## config.mk

```make
export PLATFORM = sky130hd
export DESIGN_NAME = csr_sparse_slice_streamer
export DESIGN_NICKNAME = d
export VERILOG_FILES = /design/src/rtl/csrs_pkg.sv /design/src/rtl/csrs_queue.sv /design/src/rtl/csrs_front.sv /design/src/rtl/csrs_back.sv /design/src/rtl/csr_sparse_slice_streamer.sv
export VERILOG_INCLUDE_DIRS = /design/src /design/src/rtl
export SDC_FILE = /design/constraint.sdc
export NUM_CORES = 1
export LEC_CHECK = 0
export BUFFER_PORTS_ARGS = -buffer_cell sky130_fd_sc_hd__clkbuf_2
export CORE_ASPECT_RATIO = 0.6
export CORE_MARGIN = 3
export CORE_UTILIZATION = 54
export DETAILED_ROUTE_END_ITERATION = 10
export PLACE_DENSITY = 0.85
export SYNTH_ARGS = -nofsm -noshare
export SYNTH_HDL_FRONTEND = slang
export SYNTH_SLANG_ARGS = --single-unit
```

## constraint.sdc

```tcl
create_clock -name clk -period 8.3 [get_ports clk]
set_clock_uncertainty 0.2 [all_clocks]
set_input_delay 0.415 -clock clk [delete_from_list [all_inputs] [get_ports clk]]
set_output_delay 0.415 -clock clk [all_outputs]
set_load 0.05 [all_outputs]
```

## src/rtl/csr_sparse_slice_streamer_defines.svh

```systemverilog
// Assertion macros shared by the csr_sparse_slice_streamer RTL.
// Included by files that carry concurrent checks; depends on nothing.
`ifndef CSR_SPARSE_SLICE_STREAMER_DEFINES_SVH
`define CSR_SPARSE_SLICE_STREAMER_DEFINES_SVH

// Same-cycle implication, disabled while reset is asserted.
`define CSRS_ASSERT_IMP(label, clk, rst_n, ante, cons) \
    label: assert property (@(posedge clk) disable iff (!rst_n) (ante) |-> (cons)) \
        else $error("csrs: same-cycle check failed");

// Next-cycle implication, disabled while reset is asserted.
`define CSRS_ASSERT_NXT(label, clk, rst_n, ante, cons) \
    label: assert property (@(posedge clk) disable iff (!rst_n) (ante) |=> (cons)) \
        else $error("csrs: next-cycle check failed");

`endif

```

## src/rtl/csrs_pkg.sv

```systemverilog
// Shared types and constants for the CSR slice streamer.
// No dependencies; used by every module of the block but csrs_queue.
package csrs_pkg;

    // Default parameter values.
    localparam int VALUE_BITS_DEF = 64;
    localparam int ROW_BITS_DEF   = 16;
    localparam int COUNT_BITS_DEF = 32;

    // Configuration port.
    localparam int CFG_ADDR_W = 3;
    localparam int CFG_DATA_W = 32;

    localparam logic [CFG_ADDR_W-1:0] REG_BATCH_FIRST    = 3'd0;
    localparam logic [CFG_ADDR_W-1:0] REG_BATCH_LIMIT    = 3'd1;
    localparam logic [CFG_ADDR_W-1:0] REG_ROWS_PER_BATCH = 3'd2;
    localparam logic [CFG_ADDR_W-1:0] REG_ROW_FIRST      = 3'd3;
    localparam logic [CFG_ADDR_W-1:0] REG_ROW_LIMIT      = 3'd4;
    localparam logic [CFG_ADDR_W-1:0] REG_COL_FIRST      = 3'd5;
    localparam logic [CFG_ADDR_W-1:0] REG_COL_LIMIT      = 3'd6;

    // Input operation codes and result kinds.
    localparam logic OP_ENTRY   = 1'b0;
    localparam logic OP_ROW_END = 1'b1;
    localparam logic KIND_COLUMN  = 1'b0;
    localparam logic KIND_POINTER = 1'b1;

    // Row compares are done at this width (covers ROW_BITS up to 32 plus carry).
    localparam int ROW_CMP_W = 33;

    // Field widths fixed by the stream format.
    localparam int COL_W = 32;
    localparam int PTR_W = 32;

    // Action queue between front and back.
    localparam int QUEUE_DEPTH = 4;

    // Control part of a queued action.
    typedef struct packed {
        logic is_row;     // row pointer request, else column entry
        logic lead_zero;  // first kept row of a batch: zero pointer goes first
    } act_ctrl_t;

    localparam int ACT_CTRL_W = $bits(act_ctrl_t);

endpackage

```

## src/rtl/csrs_queue.sv

```systemverilog
// Small register FIFO carrying classified requests from front to back.
// No dependencies; sized by its WIDTH and DEPTH parameters, which the top sets.
module csrs_queue #(
    parameter int WIDTH = 8,
    parameter int DEPTH = 4
) (
    input  logic             clk,
    input  logic             rst_n,
    input  logic             wr_en,
    input  logic [WIDTH-1:0] wr_data,
    output logic             full,
    input  logic             rd_en,
    output logic [WIDTH-1:0] rd_data,
    output logic             empty
);

    localparam int AW = (DEPTH > 1) ? $clog2(DEPTH) : 1;
    localparam int CW = $clog2(DEPTH + 1);
    localparam logic [AW-1:0] LAST_SLOT = AW'(DEPTH - 1);
    localparam logic [CW-1:0] FULL_CNT  = CW'(DEPTH);

    logic [WIDTH-1:0] mem_reg [DEPTH];
    logic [AW-1:0]    wr_ptr_reg, wr_ptr_next;
    logic [AW-1:0]    rd_ptr_reg, rd_ptr_next;
    logic [CW-1:0]    count_reg, count_next;

    logic do_wr, do_rd;

    assign full    = (count_reg == FULL_CNT);
    assign empty   = (count_reg == '0);
    assign rd_data = mem_reg[rd_ptr_reg];
    assign do_wr   = wr_en && !full;
    assign do_rd   = rd_en && !empty;

    always_comb
    begin
        wr_ptr_next = wr_ptr_reg;
        rd_ptr_next = rd_ptr_reg;
        count_next  = count_reg;
        if (do_wr)
        begin
            wr_ptr_next = (wr_ptr_reg == LAST_SLOT) ? '0 : wr_ptr_reg + AW'(1);
        end
        if (do_rd)
        begin
            rd_ptr_next = (rd_ptr_reg == LAST_SLOT) ? '0 : rd_ptr_reg + AW'(1);
        end
        if (do_wr && !do_rd)
        begin
            count_next = count_reg + CW'(1);
        end
        else if (do_rd && !do_wr)
        begin
            count_next = count_reg - CW'(1);
        end
    end

    always_ff @(posedge clk or negedge rst_n)
    begin
        if (!rst_n)
        begin
            wr_ptr_reg <= '0;
            rd_ptr_reg <= '0;
            count_reg  <= '0;
        end
        else
        begin
            wr_ptr_reg <= wr_ptr_next;
            rd_ptr_reg <= rd_ptr_next;
            count_reg  <= count_next;
        end
    end

    always_ff @(posedge clk)
    begin
        if (do_wr)
        begin
            mem_reg[wr_ptr_reg] <= wr_data;
        end
    end

endmodule

```

## src/rtl/csrs_front.sv

```systemverilog
// Front end: configuration registers, batch/row/count tracking and window
// classification of each input. Depends on csrs_pkg.
module csrs_front #(
    parameter int VALUE_BITS = csrs_pkg::VALUE_BITS_DEF,
    parameter int ROW_BITS   = csrs_pkg::ROW_BITS_DEF,
    parameter int COUNT_BITS = csrs_pkg::COUNT_BITS_DEF
) (
    input  logic                            clk,
    input  logic                            rst_n,
    // configuration
    input  logic                            cfg_write,
    input  logic [csrs_pkg::CFG_ADDR_W-1:0] cfg_index,
    input  logic [csrs_pkg::CFG_DATA_W-1:0] cfg_data,
    // input request
    input  logic                            accept,
    input  logic                            operation,
    input  logic [csrs_pkg::COL_W-1:0]      column,
    input  logic [VALUE_BITS-1:0]           entry_value,
    // classified action toward the queue
    output logic                            act_valid,
    output csrs_pkg::act_ctrl_t             act_ctrl,
    output logic [csrs_pkg::PTR_W-1:0]      act_word,
    output logic [VALUE_BITS-1:0]           act_value
);

    localparam int RCW = csrs_pkg::ROW_CMP_W;

    // configuration registers
    logic [15:0] batch_first_reg;
    logic [16:0] batch_limit_reg;
    logic [16:0] rows_per_batch_reg;
    logic [15:0] row_first_reg;
    logic [16:0] row_limit_reg;
    logic [31:0] col_first_reg;
    logic [31:0] col_limit_reg;

    // tracking state
    logic [ROW_BITS-1:0]   row_counter_reg, row_counter_next;
    logic [15:0]           batch_counter_reg, batch_counter_next;
    logic [COUNT_BITS-1:0] kept_count_reg, kept_count_next;

    logic              batch_kept, row_kept, col_kept, entry_kept;
    logic              first_row;
    logic [ROW_BITS:0] row_inc;
    logic              row_wrap;

    always_comb
    begin
        batch_kept = ({1'b0, batch_counter_reg} >= {1'b0, batch_first_reg})
                  && ({1'b0, batch_counter_reg} < batch_limit_reg);
        row_kept   = (RCW'(row_counter_reg) >= RCW'(row_first_reg))
                  && (RCW'(row_counter_reg) < RCW'(row_limit_reg));
        first_row  = (RCW'(row_counter_reg) == RCW'(row_first_reg));
        col_kept   = (column >= col_first_reg) && (column < col_limit_reg);
        entry_kept = batch_kept && row_kept && col_kept;

        // row advance; wrap on rows_per_batch or on counter overflow
        row_inc  = {1'b0, row_counter_reg} + (ROW_BITS + 1)'(1);
        row_wrap = row_inc[ROW_BITS] || (RCW'(row_inc) >= RCW'(rows_per_batch_reg));

        row_counter_next   = row_counter_reg;
        batch_counter_next = batch_counter_reg;
        kept_count_next    = kept_count_reg;
        if (accept)
        begin
            if (operation == csrs_pkg::OP_ENTRY)
            begin
                if (entry_kept && (kept_count_reg != '1))
                begin
                    kept_count_next = kept_count_reg + COUNT_BITS'(1);
                end
            end
            else if (row_wrap)
            begin
                row_counter_next   = '0;
                batch_counter_next = batch_counter_reg + 16'd1;
                kept_count_next    = '0;
            end
            else
            begin
                row_counter_next = row_inc[ROW_BITS-1:0];
            end
        end

        act_valid = accept && ((operation == csrs_pkg::OP_ENTRY) ? entry_kept
                                                                 : (batch_kept && row_kept));
        act_ctrl.is_row    = (operation == csrs_pkg::OP_ROW_END);
        act_ctrl.lead_zero = (operation == csrs_pkg::OP_ROW_END) && first_row;
        act_word  = (operation == csrs_pkg::OP_ENTRY) ? (column - col_first_reg)
                                                      : csrs_pkg::PTR_W'(kept_count_reg);
        act_value = entry_value;
    end

    always_ff @(posedge clk or negedge rst_n)
    begin
        if (!rst_n)
        begin
            batch_first_reg    <= 16'd0;
            batch_limit_reg    <= 17'd1;
            rows_per_batch_reg <= 17'h10000;
            row_first_reg      <= 16'd0;
            row_limit_reg      <= 17'h10000;
            col_first_reg      <= 32'd0;
            col_limit_reg      <= 32'hFFFF_FFFF;
        end
        else if (cfg_write)
        begin
            case (cfg_index)
                csrs_pkg::REG_BATCH_FIRST:    batch_first_reg    <= cfg_data[15:0];
                csrs_pkg::REG_BATCH_LIMIT:    batch_limit_reg    <= cfg_data[16:0];
                csrs_pkg::REG_ROWS_PER_BATCH: rows_per_batch_reg <= cfg_data[16:0];
                csrs_pkg::REG_ROW_FIRST:      row_first_reg      <= cfg_data[15:0];
                csrs_pkg::REG_ROW_LIMIT:      row_limit_reg      <= cfg_data[16:0];
                csrs_pkg::REG_COL_FIRST:      col_first_reg      <= cfg_data;
                csrs_pkg::REG_COL_LIMIT:      col_limit_reg      <= cfg_data;
                default: ;
            endcase
        end
    end

    always_ff @(posedge clk or negedge rst_n)
    begin
        if (!rst_n)
        begin
            row_counter_reg   <= '0;
            batch_counter_reg <= '0;
            kept_count_reg    <= '0;
        end
        else
        begin
            row_counter_reg   <= row_counter_next;
            batch_counter_reg <= batch_counter_next;
            kept_count_reg    <= kept_count_next;
        end
    end

endmodule

```

## src/rtl/csrs_back.sv

```systemverilog
// Back end: expands queued actions into one or two results and holds the
// result register. Depends on csrs_pkg and the shared assertion macros.
`include "csr_sparse_slice_streamer_defines.svh"

module csrs_back #(
    parameter int VALUE_BITS = csrs_pkg::VALUE_BITS_DEF
) (
    input  logic                       clk,
    input  logic                       rst_n,
    // queue head
    input  logic                       q_empty,
    input  csrs_pkg::act_ctrl_t        q_ctrl,
    input  logic [csrs_pkg::PTR_W-1:0] q_word,
    input  logic [VALUE_BITS-1:0]      q_value,
    output logic                       q_pop,
    // result side
    input  logic                       pop,
    output logic                       empty,
    output logic                       kind,
    output logic [csrs_pkg::COL_W-1:0] shifted_column,
    output logic [VALUE_BITS-1:0]      kept_value,
    output logic [csrs_pkg::PTR_W-1:0] row_pointer,
    output logic                       last_of_run
);

    logic                       valid_reg, valid_next;
    logic                       phase_reg, phase_next;   // leading zero sent
    logic                       kind_reg, kind_next;
    logic [csrs_pkg::COL_W-1:0] col_reg, col_next;
    logic [VALUE_BITS-1:0]      val_reg, val_next;
    logic [csrs_pkg::PTR_W-1:0] ptr_reg, ptr_next;
    logic                       last_reg, last_next;
    logic                       load;
    logic                       zero_held;

    always_comb
    begin
        load       = !valid_reg || pop;
        q_pop      = 1'b0;
        valid_next = valid_reg;
        phase_next = phase_reg;
        kind_next  = kind_reg;
        col_next   = col_reg;
        val_next   = val_reg;
        ptr_next   = ptr_reg;
        last_next  = last_reg;
        if (load)
        begin
            valid_next = !q_empty;
            if (!q_empty)
            begin
                if (q_ctrl.lead_zero && !phase_reg)
                begin
                    // zero pointer ahead of the batch's first kept row
                    phase_next = 1'b1;
                    kind_next  = csrs_pkg::KIND_POINTER;
                    col_next   = '0;
                    val_next   = '0;
                    ptr_next   = '0;
                    last_next  = 1'b0;
                end
                else
                begin
                    q_pop      = 1'b1;
                    phase_next = 1'b0;
                    last_next  = 1'b1;
                    if (q_ctrl.is_row)
                    begin
                        kind_next = csrs_pkg::KIND_POINTER;
                        col_next  = '0;
                        val_next  = '0;
                        ptr_next  = q_word;
                    end
                    else
                    begin
                        kind_next = csrs_pkg::KIND_COLUMN;
                        col_next  = q_word;
                        val_next  = q_value;
                        ptr_next  = '0;
                    end
                end
            end
        end
    end

    always_ff @(posedge clk or negedge rst_n)
    begin
        if (!rst_n)
        begin
            valid_reg <= 1'b0;
            phase_reg <= 1'b0;
        end
        else
        begin
            valid_reg <= valid_next;
            phase_reg <= phase_next;
        end
    end

    always_ff @(posedge clk)
    begin
        kind_reg <= kind_next;
        col_reg  <= col_next;
        val_reg  <= val_next;
        ptr_reg  <= ptr_next;
        last_reg <= last_next;
    end

    assign empty          = !valid_reg;
    assign kind           = kind_reg;
    assign shifted_column = col_reg;
    assign kept_value     = val_reg;
    assign row_pointer    = ptr_reg;
    assign last_of_run    = last_reg;

    // result register currently holds a leading zero pointer
    assign zero_held = valid_reg && (kind_reg == csrs_pkg::KIND_POINTER) && !last_reg
                    && (ptr_reg == '0);

    // After the leading zero goes out, it waits in the result register.
    `CSRS_ASSERT_IMP(a_phase_holds_zero, clk, rst_n, phase_reg, zero_held)
    // The action that caused the leading zero stays at the queue head.
    `CSRS_ASSERT_IMP(a_phase_head, clk, rst_n, phase_reg, !q_empty && q_ctrl.lead_zero && q_ctrl.is_row)
    // Column entries always close their run.
    `CSRS_ASSERT_IMP(a_column_last, clk, rst_n, valid_reg && (kind_reg == csrs_pkg::KIND_COLUMN), last_reg)
    // A popped queue entry always produces a final result.
    `CSRS_ASSERT_NXT(a_pop_final, clk, rst_n, q_pop, valid_reg && last_reg && !phase_reg)

endmodule

```

## src/rtl/csr_sparse_slice_streamer.sv

```systemverilog
// Top level of the CSR slice streamer: front classifier, action queue and
// back expander. Depends on csrs_pkg, csrs_front, csrs_queue, csrs_back.
//
// Usage:
//   Input channel: push / full. A request (operation, column, entry_value)
//   is taken at a clock edge with push high and full low. operation 0 is a
//   nonzero entry, 1 closes the current row.
//   Result channel: empty / pop. While empty is low the oldest result sits
//   on kind, shifted_column, kept_value, row_pointer, last_of_run; it is
//   taken at an edge with pop high and empty low.
//   Configuration: cfg_write / cfg_index / cfg_data, one register per edge.
//   The user writes only while the block is drained; the block does not
//   enforce it. A kept request is written to the action queue at the
//   accepting edge, then loaded into the result register when that is
//   empty or being popped. Throughput: one request per cycle on the input
//   while full is low; one result per cycle while pop is high. A row end
//   that opens a batch's kept rows gives two results (leading zero pointer
//   plus pointer). The four-entry action queue absorbs that and short
//   receiver stalls; a longer stall fills it, full rises and requests wait
//   until the receiver pops again. Full rises only when the queue is full.
//   Reset: config returns to its defaults, counters clear, queue and the
//   result register empty.
module csr_sparse_slice_streamer #(
    parameter int VALUE_BITS = csrs_pkg::VALUE_BITS_DEF,
    parameter int ROW_BITS   = csrs_pkg::ROW_BITS_DEF,
    parameter int COUNT_BITS = csrs_pkg::COUNT_BITS_DEF
) (
    input  logic                            clk,
    input  logic                            rst_n,
    // configuration
    input  logic                            cfg_write,
    input  logic [csrs_pkg::CFG_ADDR_W-1:0] cfg_index,
    input  logic [csrs_pkg::CFG_DATA_W-1:0] cfg_data,
    // input requests
    input  logic                            push,
    output logic                            full,
    input  logic                            operation,
    input  logic [csrs_pkg::COL_W-1:0]      column,
    input  logic [VALUE_BITS-1:0]           entry_value,
    // results
    input  logic                            pop,
    output logic                            empty,
    output logic                            kind,
    output logic [csrs_pkg::COL_W-1:0]      shifted_column,
    output logic [VALUE_BITS-1:0]           kept_value,
    output logic [csrs_pkg::PTR_W-1:0]      row_pointer,
    output logic                            last_of_run
);

    localparam int QW = csrs_pkg::ACT_CTRL_W + csrs_pkg::PTR_W + VALUE_BITS;

    logic                       accept;
    logic                       act_valid;
    csrs_pkg::act_ctrl_t        act_ctrl;
    logic [csrs_pkg::PTR_W-1:0] act_word;
    logic [VALUE_BITS-1:0]      act_value;

    logic [QW-1:0]              q_head;
    logic                       q_empty;
    logic                       q_pop;
    csrs_pkg::act_ctrl_t        q_ctrl;
    logic [csrs_pkg::PTR_W-1:0] q_word;
    logic [VALUE_BITS-1:0]      q_value;

    // a request is consumed whenever the queue has room, kept or not
    assign accept = push && !full;

    csrs_front #(
        .VALUE_BITS (VALUE_BITS),
        .ROW_BITS   (ROW_BITS),
        .COUNT_BITS (COUNT_BITS)
    ) u_front (
        .clk         (clk),
        .rst_n       (rst_n),
        .cfg_write   (cfg_write),
        .cfg_index   (cfg_index),
        .cfg_data    (cfg_data),
        .accept      (accept),
        .operation   (operation),
        .column      (column),
        .entry_value (entry_value),
        .act_valid   (act_valid),
        .act_ctrl    (act_ctrl),
        .act_word    (act_word),
        .act_value   (act_value)
    );

    csrs_queue #(
        .WIDTH (QW),
        .DEPTH (csrs_pkg::QUEUE_DEPTH)
    ) u_queue (
        .clk     (clk),
        .rst_n   (rst_n),
        .wr_en   (act_valid),
        .wr_data ({act_ctrl, act_word, act_value}),
        .full    (full),
        .rd_en   (q_pop),
        .rd_data (q_head),
        .empty   (q_empty)
    );

    assign q_ctrl  = csrs_pkg::act_ctrl_t'(q_head[QW-1 -: csrs_pkg::ACT_CTRL_W]);
    assign q_word  = q_head[VALUE_BITS +: csrs_pkg::PTR_W];
    assign q_value = q_head[VALUE_BITS-1:0];

    csrs_back #(
        .VALUE_BITS (VALUE_BITS)
    ) u_back (
        .clk            (clk),
        .rst_n          (rst_n),
        .q_empty        (q_empty),
        .q_ctrl         (q_ctrl),
        .q_word         (q_word),
        .q_value        (q_value),
        .q_pop          (q_pop),
        .pop            (pop),
        .empty          (empty),
        .kind           (kind),
        .shifted_column (shifted_column),
        .kept_value     (kept_value),
        .row_pointer    (row_pointer),
        .last_of_run    (last_of_run)
    );

endmodule

```

==> Yosys cells after proc, flatten, opt, wreduce, memory -nomap -nowiden <==
Memories as Yosys holds them, arrays and structs flattened.
Cells that the tools add are included.
{ "word_totals": {"register_bits": 350, "ram_bits": 392, "out_inout_bits": 132, "memories": 1} }
{ "classes": {"n_addsub": 8, "magnitude_cmp": 7, "reduce_logical": 39, "bitwise": 2, "muxes": 17, "n_eq_ne": 12} }
{ "memory_table": {"columns": ["memory", "words", "width", "read_ports", "rd_ports_with_merged_regs", "write_ports", "line_no", "source"], "rows": [
  ["u_queue.mem_reg", 4, 98, 1, 0, 1, "csrs_queue.sv:22", "logic [WIDTH-1:0] mem_reg [DEPTH];"]
]} }
{ "ops": {"columns": ["operator", "count"], "rows": [
  ["2-to-1 mux 32 bit", 4],
  ["< comparator 16 x 17 -> 1 bit", 2],
  ["adder 32 x 1 -> 32 bit, second input constant", 1],
  [">= comparator 16 bit", 2],
  [">= comparator 32 bit", 1],
  ["< comparator 32 bit", 1],
  ["!= test 32 bit, second input constant", 1],
  ["subtractor 32 bit", 1],
  ["AND reduction 2 bit", 9],
  ["adder 16 x 1 -> 17 bit, second input constant", 1],
  [">= comparator 17 bit", 1],
  ["adder 16 x 1 -> 16 bit, second input constant", 1],
  ["== test 16 bit", 1],
  ["2-to-1 mux 16 bit", 1],
  ["logical AND 1 bit", 14],
  ["== test 3 bit, second input constant", 4],
  ["2-to-1 mux 1 bit", 8],
  ["== test 3 x 2 -> 1 bit, second input constant", 2],
  ["zero test 1 bit", 6],
  ["zero test 3 bit", 2],
  ["2-to-1 mux 3 bit", 2],
  ["AND reduction 3 bit", 2],
  ["adder 2 x 1 -> 2 bit, second input constant", 2],
  ["== test 2 bit, second input constant", 2],
  ["9 further kinds", 14]
]} }

==> Depth between registers and ports, before layout <==
Gate-level depths: netlist (run 1).
{ "logic_depth": {"depth_word": 11, "ltp_mapped": 16} }

==> Hierarchy <==
Synthesis (run 1) repeated with hierarchy kept, for this count alone.
{ "unflattened": {"cells_unflattened": 2438, "area_unflattened_um2": 34255.4} }
{ "by_module_without_submodules": {"columns": ["mod", "seq_area_each_um2", "n_inst", "area_per_inst_um2", "cells_per_inst"], "rows": [
  ["csrs_queue", 11946.5, 1, 14704.1, 549],
  ["csrs_front", 5323.9, 1, 14622.8, 1602],
  ["csrs_back", 3953.8, 1, 4914.7, 286],
  ["csr_sparse_slice_streamer", 0.0, 1, 13.8, 1]
]} }

==> Worst setup path after synthesis (run 1) <==
No wires, ideal clock.
{ "synth_timing": {"path_kind": "reg2reg", "start": "reg u_queue.count_reg[0]", "end": "reg u_queue.count_reg[1]", "synth_period_minus_slack_ns": 8.831, "path_stages_with_launch": 9, "path_slack_ns": -0.531, "arrival_ns": 8.506, "t_required_ns": 7.975, "cell_sequence": "dfrtp_1 > nor3_1 > a21oi_1 > and2_1 > inv_1 > ha_1 > inv_1 > fa_1 > mux2_2"} }
{ "synth_via": {"elab_cells_between_ends": 19, "cone_classes": "add/sub (2); eq/ne (1); mux (4); reduce/logical (12)"} }
{ "synth_rtl": {"columns": ["element", "line_no", "source"], "rows": [
  ["start, declared", "csrs_queue.sv:25", "logic [CW-1:0] count_reg, count_next;"],
  ["start signal, assigned", "csrs_queue.sv:70", "count_reg <= count_next;"],
  ["zero test 3 bit / == test 3 bit (equally long branches)", "csrs_queue.sv:30, csrs_queue.sv:29", null],
  ["2-to-1 mux 1 bit / zero test 1 bit (equally long branches)", "csrs_back.sv:50, csrs_queue.sv:32, csr_sparse_slice_streamer.sv:66", null],
  ["2-to-1 mux 1 bit / logical AND 1 bit (equally long branches)", "csrs_back.sv:47, csr_sparse_slice_streamer.sv:66", null],
  ["logical AND 1 bit (on tied branches)", "csrs_queue.sv:33, csrs_front.sv:85", null],
  ["zero test 1 bit / logical AND 1 bit (equally long branches)", "csrs_queue.sv:48, csrs_queue.sv:32", null],
  ["logical AND 1 bit", "csrs_queue.sv:48", "if (do_wr && !do_rd)"],
  ["2-to-1 mux 3 bit (*)", "csrs_queue.sv:48", null],
  ["via u_queue.count_next[1]", "csrs_queue.sv:25", null]
]} }
Mark *: on every way through the listed nets, which the timed path passes. The rest lies on a longest branch. The select of a mux whose other input is x is not followed.
A chain may end at the register's enable or synchronous reset.

==> Worst setup path in the final report (run 1) <==
{ "layout_timing": {"start": "reg u_front.row_counter_reg[2]", "end": "reg u_front.kept_count_reg[0]"} }
{ "layout_via": {"elab_chain_len": 7, "elab_cells_between_ends": 12, "cone_classes": "add/sub (1); order compare (3); eq/ne (1); reduce/logical (7)"} }
{ "layout_lines": {"columns": ["element", "line_no", "source"], "rows": [
  ["start, declared", "csrs_front.sv:38", "logic [ROW_BITS-1:0] row_counter_reg, row_counter_next;"],
  ["start signal, assigned", "csrs_front.sv:131", "row_counter_reg <= row_counter_next;"],
  ["branches (longest 6 deep; another with adder 16 x 1 -> 17 bit)", null, null],
  ["AND reduction 3 bit (no source line) (*)", null, null],
  ["end signal, assigned", "csrs_front.sv:133", "kept_count_reg <= kept_count_next;"],
  ["end, declared", "csrs_front.sv:40", "logic [COUNT_BITS-1:0] kept_count_reg, kept_count_next;"]
]} }
Every way passes the cells marked *.

==> impl_metrics.ini, run 1 <==
[status]
status = finished clean

[critical_path]
slowest_delay_ns = 0.83
ff2ff_setup_slack_ns = 2.89
cp.required_ns = 8.59
startpoint = u_front.row_counter_reg[2]
path_max_fanout = 32
arrival_ns = 5.70
path_cells = and4_4, nand4_1, or2_2, nor2_1, nand2_1, xnor2_1, ha_1, nand4_1, nor2_1, a31oi_1, o2111ai_1, a311oi_4, a21oi_4, a21oi_4, mux2_2
reg2reg_depth = 15
worstSetupStartpointType = register
cp_slowest_cell = a21oi_4
endpoint_kind = register
r2r-end = u_front.kept_count_reg[0]
endpoint = u_front.kept_count_reg[0]
crit_type = register to register
r2r-start = u_front.row_counter_reg[2]

[floorplan]
die_h_um = 199
floorplan.initialDensity = 0.554
dieArea_um2 = 64900
ios = 269
core_area_um2 = 60200
placementRows = 69
dieWidth_um = 327

[timing]
finalSetupTns_ns = 0
post-route-min-period_ns = 5.41
relSlewSlack = 0.168
tightest_slew_ns = 1.24
whs_ns = 0.0322
hold_viol_final = 0
fmax_mhz = 185
post-route-period-util = 0.652
setup_viol = 0
drv_slew = 0
rsz0062_at_grt = false

[global_routing]
overflow = 0
first_global_vias = 22019
grt_pass1_wl_mm = 130
grt_antenna_before_repair = 1
grt_usage = 0.262
grt_max_degree = 134

[placed_design]
dp_hpwl_mm = 53.8
gp_congestion = 0.956
placed_cells = 3320
portBuffers = 268

[job]
cap_violations = 0

[synth]
ys_warn_count = 0
synth_ff_type = edfxtp_1
syn_inst = 2320
syn_nets = 2610
synth-seq-cells = 742
synth.avg_cell_area_um2 = 14.4
netlist_area_um2 = 33400
seq_area_frac_synth = 0.636
async_flop_share = 0.296
synth.distinct_cells = 83
synth-edff-count = 522

[power_and_ir_drop]
ir_drop_mv = 0.253
powerDensity_nw_per_um2 = 315
power_leakage_nw = 15.8
power_mw = 12.2

[route]
drc = 0
first_pass_iters = 5
antenna_left = 0
routed_wirelength_mm = 84.8
routedWlPerCell_um = 24.0
drtIter0Drc = 2514
viasPerCell = 6.12
via_count = 21638

[clock_tree]
post_cts_resized = 0
postCtsSetupBuffers = 0
clk_path_buf_depth = 3
cts_tree = done
hold_buffers = 94
clkSlewWorstSetupHoldPaths_ns = 0.06
htreeDepth = 3
insertion_delay_ns = 0.62
cts_made_buffers = 68
clock-sinks = 742
cts_root_buffer = clkbuf_16

[hold_path]
hp-class = input port to register
worstHoldPathCells = 3

[cells_and_area]
final-instance-count-excl-fill = 3538
final_net_count = 2958
area_growth_pct = 16.1
largest_register_ffs = 392
drive_above_1_share = 0.240
==> per-stage QoR <==
| step | cell area (um2) | setup WS, ns | utilization |
|---|---|---|---|
| 4_1_cts | 38700 | 3.09 | 0.643 |
| 3_3_place_gp | 35500 | 3.17 | 0.590 |
| 6_report | 38700 | 2.89 | 0.643 |
| 5_1_grt | 38700 | 2.63 | 0.643 |
| 3_5_place_dp | 35500 | 2.99 | 0.590 |
| 2_1_floorplan | 33400 | 2.39 | - |
==> layout make-up <==
cell class	count	area, um2
Clock buffer	89	1870
Timing Repair Buffer	380	2440
Fill cell	4035	21500
Clock inverter	34	400
Inverter	163	612
Tap cell	816	1020
Antenna cell	1	2.50
Sequential cell	742	21200
Multi-Input combinational cell	1313	11100
==> placed cells by master, fill, tap and decap left out, drive strengths merged, types with 8 or more instances in the layout <==
master       synthesis  final
nor2b               11     11
clkbuf              78    355
and3               157    157
nand2b              13     13
nor2                54     54
xnor2               33     33
nor3b               20     20
nor4                16     16
a21oi               57     57
inv                163    166
dlygate4sd3          0     94
mux2                95     95
a211oi              16     16
clkinv               0     19
ha                 151    151
buf                 24     20
nand3               36     36
edfxtp             522    522
dfrtp              185    185
a21o                32     32
nor3                37     37
a221o               26     26
and2                13     13
dfstp               35     35
a31oi                8      8
o21ai              129    129
nand2              161    161
and4                 8      8
bufinv               0      8
nand4               30     30
xor2                26     26
mux4                98     98
==> routing by layer <==
metal	share of wire	vias to the layer above	GRT usage
li1	-	9458	-
met1	0.40	10890	0.348
met2	0.49	1070	0.431
met3	0.070	220	0.0483
met4	0.043	0	0.108
met5	0	-	0
==> synthesized netlist by cell type, types with 28 or more instances <==
cell type  count  area [um2]
edfxtp_1     522       15700
dfrtp_1      185        4630
inv_1        163         612
nand2_1      161         604
and3_1       157         982
ha_1         151        1890
o21ai_0      128         641
mux4_2        98        2210
mux2_2        95        1070
clkbuf_1      78         293
a21oi_1       55         275
nor2_1        52         195
nor3_1        37         185
nand3_1       36         180
dfstp_2       35         920
xnor2_1       33         289
a21o_1        31         233
nand4_1       28         175
==> critical path: cells and delay by family, from the launching register on <==
| family | cells | cell delay (ns) |
|---|---|---|
| adder cells (fa/ha/maj) | 1 | 0.29 |
| multiplexers | 1 | 0.44 |
| XOR/XNOR | 1 | 0.23 |
| AND/OR/NAND/NOR | 7 | 1.59 |
| flip-flops | 1 | 0.53 |
| AO/OA/AOI/OAI | 5 | 1.99 |
==> how the worst min path moves through the flow <==
stage	endpoint	startpoint	slack [ns]
6_report	u_front.rows_per_batch_reg[3]	cfg_data[3]	0.03
5_1_grt	u_front.batch_limit_reg[10]	cfg_data[10]	0.03
4_1_cts	u_front.rows_per_batch_reg[3]	cfg_data[3]	0.003
3_5_place_dp	u_queue.count_reg[2]	u_queue.count_reg[2]	0.28
3_3_place_gp	u_back.phase_reg	u_back.phase_reg	0.27
2_1_floorplan	u_back.phase_reg	rst_n	-0.08
==> report_power, final <==
part / switching [mW] / internal, mW / total (mW)
clock: 1.39 / 1.85 / 3.24
combinational: 2.62 / 1.32 / 3.93
sequential: 0.358 / 4.68 / 5.04
==> cell families (layout without fill, tap and decap cells) <==
logic type,count (synthesis),in the layout,synth area share
compound gates,330,330,0.0666
mux,194,194,0.0985
other cells,0,1,0
fa+ha+maj,153,153,0.0578
flops,742,742,0.636
xor+xnor,59,59,0.0155
simple gates,577,577,0.0939
buf+inv,265,666,0.0315
(Power assumes the default switching activity.)
==> inputs of run 2 (changes only) <==
Settings changed: ABC_AREA set to 1, CORE_UTILIZATION 54 to 60, PLACE_DENSITY 0.85 to 0.89.
Clock period 8.3 ns to 5.1 ns, I/O delays scaled along.
==> run 2 against run 1 <==
The run now ends with hold timing left. Global-route usage up 5.6 points. Combinational power up 110%. Register-to-register slack worse by 1.8 ns. Worst setup slack lost 1.8 ns. Clock power up 63%. Die area down 7.1%. Maximum frequency up 34%. First-iteration DRC count rose by 45%. Wire length grew 13%. Final area rose by 2.6%. Hold slack lost 0.033 ns. Via count rose by 25%.
==> impl_metrics.ini, run 2 <==
[synth]
netlist_area_um2 = 34400
synth_xor_area_frac = 0.0115
synth_compound_area_frac = 0.101
syn_nets = 3703
ys_top_cells_by_area = edfxtp_1, dfrtp_1, nand2_1, ha_1, nor2_1
synth.avg_cell_area_um2 = 10.1
ys_warn_count = 0
syn_inst = 3413
synthMuxAreaShare = 0.000328
synth-seq-cells = 742
synth-edff-count = 522
yosys-top-cells-count = nand2_1, edfxtp_1, nor2_1, inv_1, o21ai_0
async_flop_share = 0.296
netlist.area_leader.share = 0.456
synth_top_family_by_area = simple AND/OR/NAND/NOR gates
seq_area_frac_synth = 0.618
synth.distinct_cells = 46
synth_top_cell_by_area = edfxtp_1
synth_adder_area_share = 0.0561
synth_ff_type = edfxtp_1
yosysMostFrequentCell = nand2_1
synthSimpleGateAreaFrac = 0.159

[floorplan]
dieArea_um2 = 60300
die_h_um = 191
core_area_um2 = 56300
dieWidth_um = 315
ios = 269
placementRows = 67
floorplan.initialDensity = 0.611

[placed_design]
gp_congestion = 0.983
dp_hpwl_mm = 58.9
portBuffers = 268

[global_routing]
overflow = 0
grt_usage = 0.318
grt_antenna_before_repair = 3
first_global_vias = 26273
grt_max_degree = 131
grt_pass1_wl_mm = 148

[power_and_ir_drop]
power_leakage_nw = 16.9
power_mw = 22.1
ir_drop_mv = 0.398
powerDensity_nw_per_um2 = 556

[route]
routed_wirelength_mm = 95.9
drtIter0Drc = 3647
drc = 0
first_pass_iters = 6
antenna_left = 0
viasPerCell = 5.94
routedWlPerCell_um = 21.0
via_count = 27066

[status]
violations = hold timing
status = finished with violations

[clock_tree]
post_cts_resized = 0
cts_root_buffer = clkbuf_16
htreeDepth = 3
clkSlewWorstSetupHoldPaths_ns = 0.06
hold_buffers = 98
clk_path_buf_depth = 3
postCtsSetupBuffers = 0
cts_made_buffers = 67
clock-sinks = 742
insertion_delay_ns = 0.64
cts_tree = done

[timing]
setup_viol = 0
whs_ns = -0.000872
post-route-min-period_ns = 4.05
hold_viol_final = 1
post-route-period-util = 0.794
fmax_mhz = 247
rsz0062_at_grt = false
relSlewSlack = 0.218
tightest_slew_ns = 1.17
drv_slew = 0

[cells_and_area]
n_fill_cell = 3749
layout_commonest_cell = nand2_1
final_net_count = 4034
area_growth_pct = 15.6
largest_register_ffs = 392
mostFrequentLayoutCells = nand2_1, edfxtp_1, nor2_1
utilization = 0.707
drive_above_1_share = 0.123

[job]
cap_violations = 0

[hold_path]
hp-class = input port to asynchronous set/reset pin

[critical_path]
arrival_ns = 4.36
crit_path_frequent_cell = nand2_1
slowest_delay_ns = 0.43
worstSetupStartpointType = register
endpoint_kind = register
cp_slowest_cell = dfrtp_1
crit_type = register to register
path_cells = ha_1, nand2_1, nor2_1, nand3_1, o21bai_1, nor2_1, nand2_1, nand2_1, inv_1, nand2_1, nor2_1, nand2_1, inv_1, ha_1, inv_1, fa_1, a21oi_1, o21ai_0, xor2_1
cp.required_ns = 5.41
path_max_fanout = 8
## run 2: final timing paths
path	from	endpoint	slack, ns	depth (start not counted)
worst max-delay path	u_front.row_counter_reg[7]	u_queue.count_reg[2]	1.05	19
worst min-delay path	rst_n	u_front.row_counter_reg[7]	-0.0009	2
worst max register to register	u_front.row_counter_reg[7]	u_queue.count_reg[2]	1.05	19
worst min register to register	u_front.row_first_reg[13]	u_front.row_first_reg[13]	0.29	2
max in group asynchronous	rst_n	u_front.batch_counter_reg[9]	3.66	3
min in group clk	operation	u_queue.mem_reg[2][97]	0.16	2
## run 2: metrics by stage
stage | TNS (ns) | cell area [um2] | std cells | setup WS, ns
floorplan | -642.93 | 34400 | 3413 | -1.64
global placement | 0 | 36500 | 4336 | 1.28
detailed placement | 0 | 36500 | 4336 | 1.17
CTS | 0 | 39700 | 4555 | 1.08
global route | 0 | 39700 | 4556 | 0.804
finish | 0 | 39700 | 4558 | 1.05
## run 2: cell type report
class	count	area, um2	share of cell area
Sequential cell	742	21200	0.534
Multi-Input combinational cell	2184	11300	0.284
Timing Repair Buffer	393	2660	0.0669
Clock buffer	86	1820	0.0458
Inverter	356	1350	0.0338
Tap cell	759	950	0.0239
Clock inverter	35	428	0.0108
Antenna cell	3	7.51	0.000189
## run 2: routing by layer
| layer | track usage | wire length [um] | vias to the layer above |
|---|---|---|---|
| met3 | 0.0662 | 9580 | 325 |
| met5 | 0 | 0 | - |
| met4 | 0.149 | 4740 | 0 |
| met2 | 0.485 | 43200 | 1836 |
| met1 | 0.441 | 38400 | 12707 |
| li1 | - | - | 12198 |
## run 2: cells by family (layout without fill, tap and decap cells)
family | Yosys count | after routing
simple gates | 1355 | 1355
flops | 742 | 742
compound gates | 630 | 630
buf+inv | 487 | 870
fa+ha+maj | 153 | 153
xor+xnor | 45 | 45
mux | 1 | 1
other cells | 0 | 3
## run 2: where the power goes
| part | switching, mW | leakage, nW | total [mW] | internal, mW |
|---|---|---|---|---|
| Clock | 2.36 | 1.10 | 5.28 | 2.92 |
| Sequential | 0.593 | 7.61 | 8.44 | 7.85 |
| Combinational | 6.26 | 8.19 | 8.37 | 2.10 |
| Total | 9.22 | 16.9 | 22.1 | 12.9 |
## run 2: critical path, delay by kind of cell, from the launching register on
kind / cells / cell delay [ns]
compound gates: 3 / 0.50
simple gates: 9 / 1.35
flops: 1 / 0.43
fa+ha+maj: 3 / 0.93
buf+inv: 3 / 0.34
xor+xnor: 1 / 0.17
